### src/tcws_pkg.sv
// Shared types and constants of the two-class weighted service scheduler.
package tcws_pkg;

	localparam int unsigned QUEUE_DEPTH_DEF = 128;
	localparam int unsigned ARRIVAL_W       = 32;
	localparam int unsigned SERVICE_W       = 16;
	localparam int unsigned CLOCK_W         = 32;
	localparam int unsigned COUNT_W         = 16;
	localparam int unsigned SUM_W           = 48;
	localparam int unsigned BURST_W         = 4;
	localparam int unsigned JOB_W           = ARRIVAL_W + SERVICE_W;

	localparam logic [BURST_W-1:0] BURST_RESET = 4'd2;
	localparam logic [BURST_W-1:0] BURST_MAX   = 4'd15;

	typedef enum logic [1:0] {
		ACT_ENQ_PRI = 2'd0,
		ACT_ENQ_REG = 2'd1,
		ACT_STEP    = 2'd2
	} action_t;

	typedef enum logic [2:0] {
		ST_QUEUED     = 3'd0,
		ST_DROPPED    = 3'd1,
		ST_SERVED_PRI = 3'd2,
		ST_SERVED_REG = 3'd3,
		ST_IDLE_TICK  = 3'd4,
		ST_EMPTY      = 3'd5
	} status_t;

	typedef struct packed {
		logic capture;
		logic execute;
	} tcws_cmd_t;

endpackage

### src/tcws_ctrl.sv
// Controller state machine: request capture and execute sequencing, result handshake.
module tcws_ctrl (
	input  logic                clk,
	input  logic                arst_n,
	input  logic                in_valid,
	output logic                in_stall,
	output logic                out_valid,
	input  logic                out_stall,
	output tcws_pkg::tcws_cmd_t cmd
);
	import tcws_pkg::*;

	typedef enum logic [1:0] {
		S_IDLE = 2'b01,
		S_EXEC = 2'b10
	} state_t;

	state_t state_q, state_d;
	logic   out_valid_q;

	assign in_stall    = (state_q != S_IDLE);
	assign cmd.capture = in_valid && (state_q == S_IDLE);
	assign cmd.execute = (state_q == S_EXEC) && (!out_valid_q || !out_stall);
	assign out_valid   = out_valid_q;

	always_comb begin
		state_d = state_q;
		unique case (state_q)
			S_IDLE: begin
				if (cmd.capture) state_d = S_EXEC;
			end
			S_EXEC: begin
				if (cmd.execute) state_d = S_IDLE;
			end
			default: state_d = S_IDLE;
		endcase
	end

	always_ff @(posedge clk or negedge arst_n) begin
		if (!arst_n) begin
			state_q     <= S_IDLE;
			out_valid_q <= 1'b0;
		end else begin
			state_q <= state_d;
			if (cmd.execute) begin
				out_valid_q <= 1'b1;
			end else if (!out_stall) begin
				out_valid_q <= 1'b0;
			end
		end
	end

	a_exec_only_busy: assert property (@(posedge clk) disable iff (!arst_n)
		cmd.execute |-> in_stall)
		else $error("execute outside of busy state");

	a_result_after_exec: assert property (@(posedge clk) disable iff (!arst_n)
		cmd.execute |=> out_valid)
		else $error("result not presented after execute");

	a_capture_starts_exec: assert property (@(posedge clk) disable iff (!arst_n)
		cmd.capture |=> (state_q == S_EXEC))
		else $error("accepted request did not start execution");

endmodule

### config.mk
export PLATFORM = sky130hd
export DESIGN_NAME = tcws_ctrl
export DESIGN_NICKNAME = d
export VERILOG_FILES = /design/src/tcws_pkg.sv /design/src/tcws_ctrl.sv
export SDC_FILE = /design/constraint.sdc
export NUM_CORES = 1
export LEC_CHECK = 0
export BUFFER_PORTS_ARGS = -buffer_cell sky130_fd_sc_hd__buf_2
export CAP_MARGIN = 20
export CORE_AREA = 4 4 41 43
export CTS_CLUSTER_SIZE = 30
export DETAILED_ROUTE_END_ITERATION = 8
export DIE_AREA = 0 0 45 47
export HOLD_SLACK_MARGIN = 0.03
export SETUP_SLACK_MARGIN = 0.15
export SLEW_MARGIN = 20
export SYNTH_ARGS = -nofsm -noshare
export SYNTH_HDL_FRONTEND = slang
export SYNTH_SLANG_ARGS = --single-unit
export TNS_END_PERCENT = 50
### constraint.sdc
create_clock -name clk -period 1.3 [get_ports clk]
set_clock_uncertainty 0.15 [all_clocks]
set_input_delay 0.065 -clock clk [delete_from_list [all_inputs] [get_ports clk]]
set_output_delay 0.065 -clock clk [all_outputs]
set_load 0.01 [all_outputs]
==> out/results.tsv, run 1 <==
stage	metric	value	unit
cts	cts-buffers-inserted	3	
floorplanning	start_util	9.90	%
critical_path	crit_slowest_cell	dfstp_2	
timing	tns	-0.0424	ns
timing	hold_slack	0.00978	ns
timing	hold_viol_final	0	
critical_path	reg2reg_from	state_q[0]$_DFFE_PN1P_	
detailed_routing	drt_wl_total	324	um
detailed_routing	drt_first_pass_iters	2	
final_layout	nFillCells	156	
synth	synth_top_family_by_area	simple AND/OR/NAND/NOR gates	
synth	synth_sequential_area_ratio	59.2	%
min_path	hold_class	in -> reg	
timing	setup_violations	1	
final_layout	final_core_util	19.0	%
critical_path	rr_endpoint	state_q[1]$_DFFE_PN0P_	
synth	synthCells	12	
cts	cts_tree	built	
critical_path	crit_buf_inv	1	
critical_path	path_class	reg -> out	
detailed_routing	routed_via_density	3.24	
timing	rsz0062_at_grt	yes	
detailed_routing	wire_per_inst	7.90	um
synth	synth-xor-area-share	0	%
run_status	status	complete, but fails checks	
final_layout	register_area	76.3	sq um
timing	clock.fmax	745	MHz
detailed_routing	drc	0	
detailed_routing	drtIter0Drc	1	
floorplanning	std_cell_rows	13	
floorplanning	fp.dieH	47	um
pwr	vdd_drop_max	0.226	mV
timing	fin_crit	1.34	ns
pwr	p_leak	0.123	nW
critical_path	cp_cell_sequence	or2b_4 > buf_6	
timing	slew-limit-headroom	89.0	%
pwr	power.total	356	uW
placed_design	place_ws	0.156	ns
critical_path	path_max_fanout	3	
critical_path	cp-start-kind	register	
cts	insertion_delay	0.23	ns
cts	htree_levels	1	
pwr	combPwrFrac	20.0	%
critical_path	path_delay_family	flip-flops	
final_layout	design_area	248	sq um
min_path	worstHoldPathCells	3	
synth	muxShareOfSynthArea	0	%
pwr	power_density	1440	mW/mm^2
floorplanning	io_pins	8	
critical_path	critPathRequiredTime	1.09	ns
synth	synth_compound_area_share	15.5	%
timing	setup_ws	-0.0424	ns
pwr	clkPwrFrac	46.8	%
run_status	violations	setup timing	
cts	cts.sinks	3	
detailed_routing	ant_nets	0	
placed_design	dp_cells	34	
detailed_routing	dr_total_vias	133	
final_layout	final_common_cell	buf_2	
cts	cts_setup_buffers	0	
timing	min_period_over_period	103	%
global_route	antenna_found_initial	0	
synth	synth_fp_nets	16	
min_path	hp-start	in_valid	
critical_path	arrival	1.13	ns
cts	clk_pin_slew	0.04	ns
critical_path	reg2reg_slack	0.28	ns
synth	synth-seq-cells	3	
global_route	grt_pass1_wl	538	um
timing	worst_pin_slew	0.165	ns
floorplanning	core	0.00130	sq mm
floorplanning	die_w	45	um
timing	report.final.slew_viol_count	0	
synth	yosys_warnings	0	
global_route	grt_pass1_vias	142	
synth	syn_area	129	sq um
synth	yosys.cell_types.count	9	
placed_design	postPlaceCellArea	183	sq um
pwr	swShare	25.3	%
global_route	grt_max_degree	6	
critical_path	max_stage_delay	0.52	ns
final_layout	stdcell_count	41	
placed_design	portBuffers	7	
cts	clk_path_buf_depth	2	
critical_path	worst_setup_path_end_kind	output pin	
pwr	p_int	266	uW
global_route	grt-ovfl-total	0	
global_route	grt_use_total	4.58	%
final_layout	n_antenna_cell	0	
min_path	min_delay_worst_endpoint	state_q[1]$_DFFE_PN0P_	
job	cap_violations	0	
placed_design	gp_congestion	0.663	
final_layout	drive_gt1_share	50.0	%
cts	root_buffer	clkbuf_4	
floorplanning	die_area	0.00212	sq mm
final_layout	area_growth_syn_to_layout	92.2	%
final_layout	multi_input_area	55.1	sq um
final_layout	nets	31	
critical_path	r2r_cells	2	
placed_design	dp_hpwl	225	um
pwr	p_switching	89.9	uW
pwr	seqPwrFrac	33.2	%
final_layout	layout_common_cells	6 x buf_2, 3 x nand2_1, 3 x clkbuf_4, 3 x dlygate4sd3_1, 2 x dfrtp_1	
synth	synth_adder_area_share	0	%
synth	syn_area_per_cell	10.7	sq um
synth	synthSimpleGateAreaFrac	25.2	%
==> repair_timing <==
action	CTS	global route
gates resized for setup	2	0
hold endpoints to repair	6	0
hold buffers	3	0
endpoints found under the setup margin	3	3
pin swaps	0	0
==> Yosys cell counts <==
| library cell | n | share of area (%) |
|---|---|---|
| a21oi_1 | 1 | 3.9 |
| dfrtp_1 | 2 | 39 |
| dfstp_2 | 1 | 20 |
| nand2_1 | 3 | 8.7 |
| nand2b_2 | 1 | 6.8 |
| nor2_1 | 1 | 2.9 |
| o22a_1 | 1 | 6.8 |
| o22ai_1 | 1 | 4.9 |
| or2b_2 | 1 | 6.8 |
==> cell type report <==
cell class                      instances  area share [%]
Multi-Input combinational cell          9            22.2
Timing Repair Buffer                   10            28.8
Clock buffer                            4            10.6
Sequential cell                         3            30.8
Tap cell                               15            7.58
==> flip-flops by register name, indices dropped and copies added, names as in the netlist <==
register,flops
state_q,2
out_valid,1
==> power groups by stage <==
stage	Sequential, mW	Combinational (mW)	Clock, mW
3_3_place_gp	0.119	0.0542	0
3_5_place_dp	0.119	0.0545	0
4_1_cts	0.118	0.0727	0.173
2_1_floorplan	0.119	0.0292	0
5_1_grt	0.120	0.0787	0.186
6_report	0.118	0.0711	0.167
==> how the worst max path moves through the flow <==
| stage | endpoint | slack [ns] | cells past startpoint | start |
|---|---|---|---|---|
| 2_1_floorplan | in_stall | 0.27 | 1 | state_q[0]$_DFFE_PN1P_ |
| 3_3_place_gp | in_stall | 0.16 | 2 | state_q[0]$_DFFE_PN1P_ |
| 3_5_place_dp | in_stall | 0.16 | 2 | state_q[0]$_DFFE_PN1P_ |
| 4_1_cts | in_stall | -0.06 | 2 | state_q[0]$_DFFE_PN1P_ |
| 5_1_grt | in_stall | -0.07 | 2 | state_q[0]$_DFFE_PN1P_ |
| 6_report | in_stall | -0.04 | 2 | state_q[0]$_DFFE_PN1P_ |
==> routing by layer <==
metal / GRT usage (%) / wire length, um
met1: 3.42 / 117
met2: 5.37 / 140
met3: 3.45 / 49
met4: 8.77 / 17
met5: 0 / 0
==> logic make-up (layout without fill, tap and decap cells) <==
group	count (synthesis)	in the layout
AOI/OAI and AO/OA	3	3
buffers and inverters	0	14
DFF	3	3
and+or+nand+nor	6	6
==> worst reg2reg max path, cell delays in order, from the launching register on <==
cell      delay [ns]
dfstp_2         0.52
nand2b_2        0.14
o22ai_1         0.08
No activity file was read; power rests on OpenSTA's default activity.
==> run 2: changes to the inputs <==
==> constraint.sdc (replaced) <==
create_clock -name clk -period 1.45 [get_ports clk]
set_clock_uncertainty 0.15 [all_clocks]
set_input_delay 0.0725 -clock clk [delete_from_list [all_inputs] [get_ports clk]]
set_output_delay 0.0725 -clock clk [all_outputs]
set_load 0.01 [all_outputs]
==> run 2 against run 1 <==
Power down 9.8%. Sequential share of layout area down 1.2 points. Global-route usage up 0.079 points. Final area up 4.0%. Routed wire length up 0.93%. Via count up 2.3%. Sequential cell count unchanged. Utilization up 0.77 points. Worst setup slack better by 0.14 ns. The flow now finishes without violations. Sequential power down 10%.
==> out/results.tsv, run 2 (synthesis gave the netlist of run 1 again) <==
stage	metric	value	unit	change
critical_path	reg2reg_from	state_q[0]$_DFFE_PN1P_		
detailed_routing	drc	0		unchanged
critical_path	rr_endpoint	state_q[1]$_DFFE_PN0P_		
cts	insertion_delay	0.23	ns	about the same
detailed_routing	ant_nets	0		unchanged
cts	cts.sinks	3		unchanged
final_layout	final_common_cell	buf_2		
job	cap_violations	0		unchanged
final_layout	layout_common_cells	6 x buf_2, 4 x dlygate4sd3_1, 3 x nand2_1, 3 x clkbuf_4, 2 x dfrtp_1		
critical_path	reg2reg_slack	0.43	ns	+0.15 ns
detailed_routing	drtIter0Drc	2		+1
placed_design	dp_hpwl	225	um	unchanged
final_layout	drive_gt1_share	48.1	%	-1.9 points
floorplanning	std_cell_rows	13		unchanged
pwr	power.total	321	uW	-9.8%
cts	clk_pin_slew	0.04	ns	about the same
floorplanning	die_w	45	um	unchanged
global_route	grt_use_total	4.66	%	+0.079 points
timing	rsz0062_at_grt	yes		
pwr	power_density	1250	mW/mm^2	-13%
final_layout	stdcell_count	42		+2.4%
placed_design	portBuffers	7		unchanged
timing	fin_crit	1.35	ns	
final_layout	largest-register	state_q		
timing	tns	0	ns	+0.0424 ns
detailed_routing	drt_first_pass_iters	3		+1
final_layout	nets	32		+3.2%
timing	setup_violations	0		-1
floorplanning	die_area	0.00212	sq mm	unchanged
timing	report.final.slew_viol_count	0		unchanged
critical_path	path_max_fanout	3		unchanged
final_layout	nFillCells	155		-0.64%
global_route	grt-ovfl-total	0		unchanged
detailed_routing	wire_per_inst	7.79	um	-1.5%
detailed_routing	dr_total_vias	136		+2.3%
timing	worst_pin_slew	0.167	ns	+0.00224 ns
global_route	grt_max_degree	6		unchanged
floorplanning	io_pins	8		unchanged
critical_path	arrival	1.13	ns	about the same
cts	clk_path_buf_depth	2		unchanged
pwr	p_leak	0.128	nW	+3.4%
timing	min_period_over_period	93.1	%	
floorplanning	fp.dieH	47	um	unchanged
placed_design	gp_congestion	0.663		unchanged
timing	slew-limit-headroom	88.9	%	-0.15 points
final_layout	area_growth_syn_to_layout	100	%	
timing	clock.fmax	740	MHz	
min_path	hold_class	in -> async		
floorplanning	start_util	9.90	%	unchanged
timing	hold_viol_final	0		unchanged
global_route	grt_pass1_wl	558	um	+3.7%
cts	cts_tree	built		
cts	htree_levels	1		unchanged
critical_path	worst_setup_path_end_kind	output pin		
run_status	status	complete, no violations		
critical_path	r2r_cells	2		unchanged
cts	cts-buffers-inserted	3		unchanged
final_layout	largest_reg_flops	2		unchanged
placed_design	postPlaceCellArea	183	sq um	unchanged
final_layout	design_area	258	sq um	+4.0%
placed_design	dp_cells	34		unchanged
final_layout	n_antenna_cell	0		unchanged
cts	root_buffer	clkbuf_4		
critical_path	critPathRequiredTime	1.23	ns	+0.14 ns
timing	hold_slack	0.163	ns	+0.154 ns
global_route	grt_pass1_vias	148		+4.2%
detailed_routing	drt_wl_total	327	um	+0.93%
floorplanning	core	0.00130	sq mm	unchanged
critical_path	path_class	reg -> out		
detailed_routing	routed_via_density	3.24		-0.18%
pwr	vdd_drop_max	0.204	mV	-9.7%
critical_path	cp-start-kind	register		
global_route	antenna_found_initial	0		unchanged
run 2: timing repair:
| item | CTS | global route |
|---|---|---|
| endpoints found under the hold margin | 5 | 0 |
| setup buffers | 0 | 0 |
| gates resized for setup | 2 | 0 |
| hold buffers | 4 | 0 |
| endpoints found under the setup margin | 2 | 3 |
run 2: how the worst max path moves through the flow:
stage                           startpoint       end  slack [ns]
CTS                 state_q[0]$_DFFE_PN1P_  in_stall        0.09
detailed placement  state_q[0]$_DFFE_PN1P_  in_stall        0.30
finish              state_q[0]$_DFFE_PN1P_  in_stall         0.1
global route        state_q[0]$_DFFE_PN1P_  in_stall        0.07
global placement    state_q[0]$_DFFE_PN1P_  in_stall        0.30
floorplan           state_q[0]$_DFFE_PN1P_  in_stall        0.41
run 2: routing by layer:
layer	part of all wire, %	vias up	global-route usage, %
li1	-	74	-
met1	36	53	3.64
met2	43	7	5.37
met3	15	2	3.45
met4	5.2	0	8.77
met5	0	-	0
run 2: critical path, cell delays in order, from the launching register on:
cell	delay [ns]
dfstp_2	0.52
or2b_4	0.26
buf_6	0.12
run 2: power by group:
part,switching (mW),internal (mW)
Combinational,0.0256,0.0399
Clock,0.0462,0.103
Sequential,0.00909,0.0969
Total,0.0810,0.240
run 2: final cells by class:
class / count / area [sq um] / share of cell area [%]
Clock buffer: 4 / 26.3 / 10.2
Multi-Input combinational cell: 9 / 55.1 / 21.4
Sequential cell: 3 / 76.3 / 29.6
Tap cell: 15 / 18.8 / 7.28
Timing Repair Buffer: 11 / 81.3 / 31.6
run 2: through the flow:
step,util (%),setup WS (ns)
detailed placement,14.0,0.299
global route,19.8,0.0735
CTS,19.8,0.0858
finish,19.8,0.0993
global placement,14.0,0.300
floorplan,-,0.409
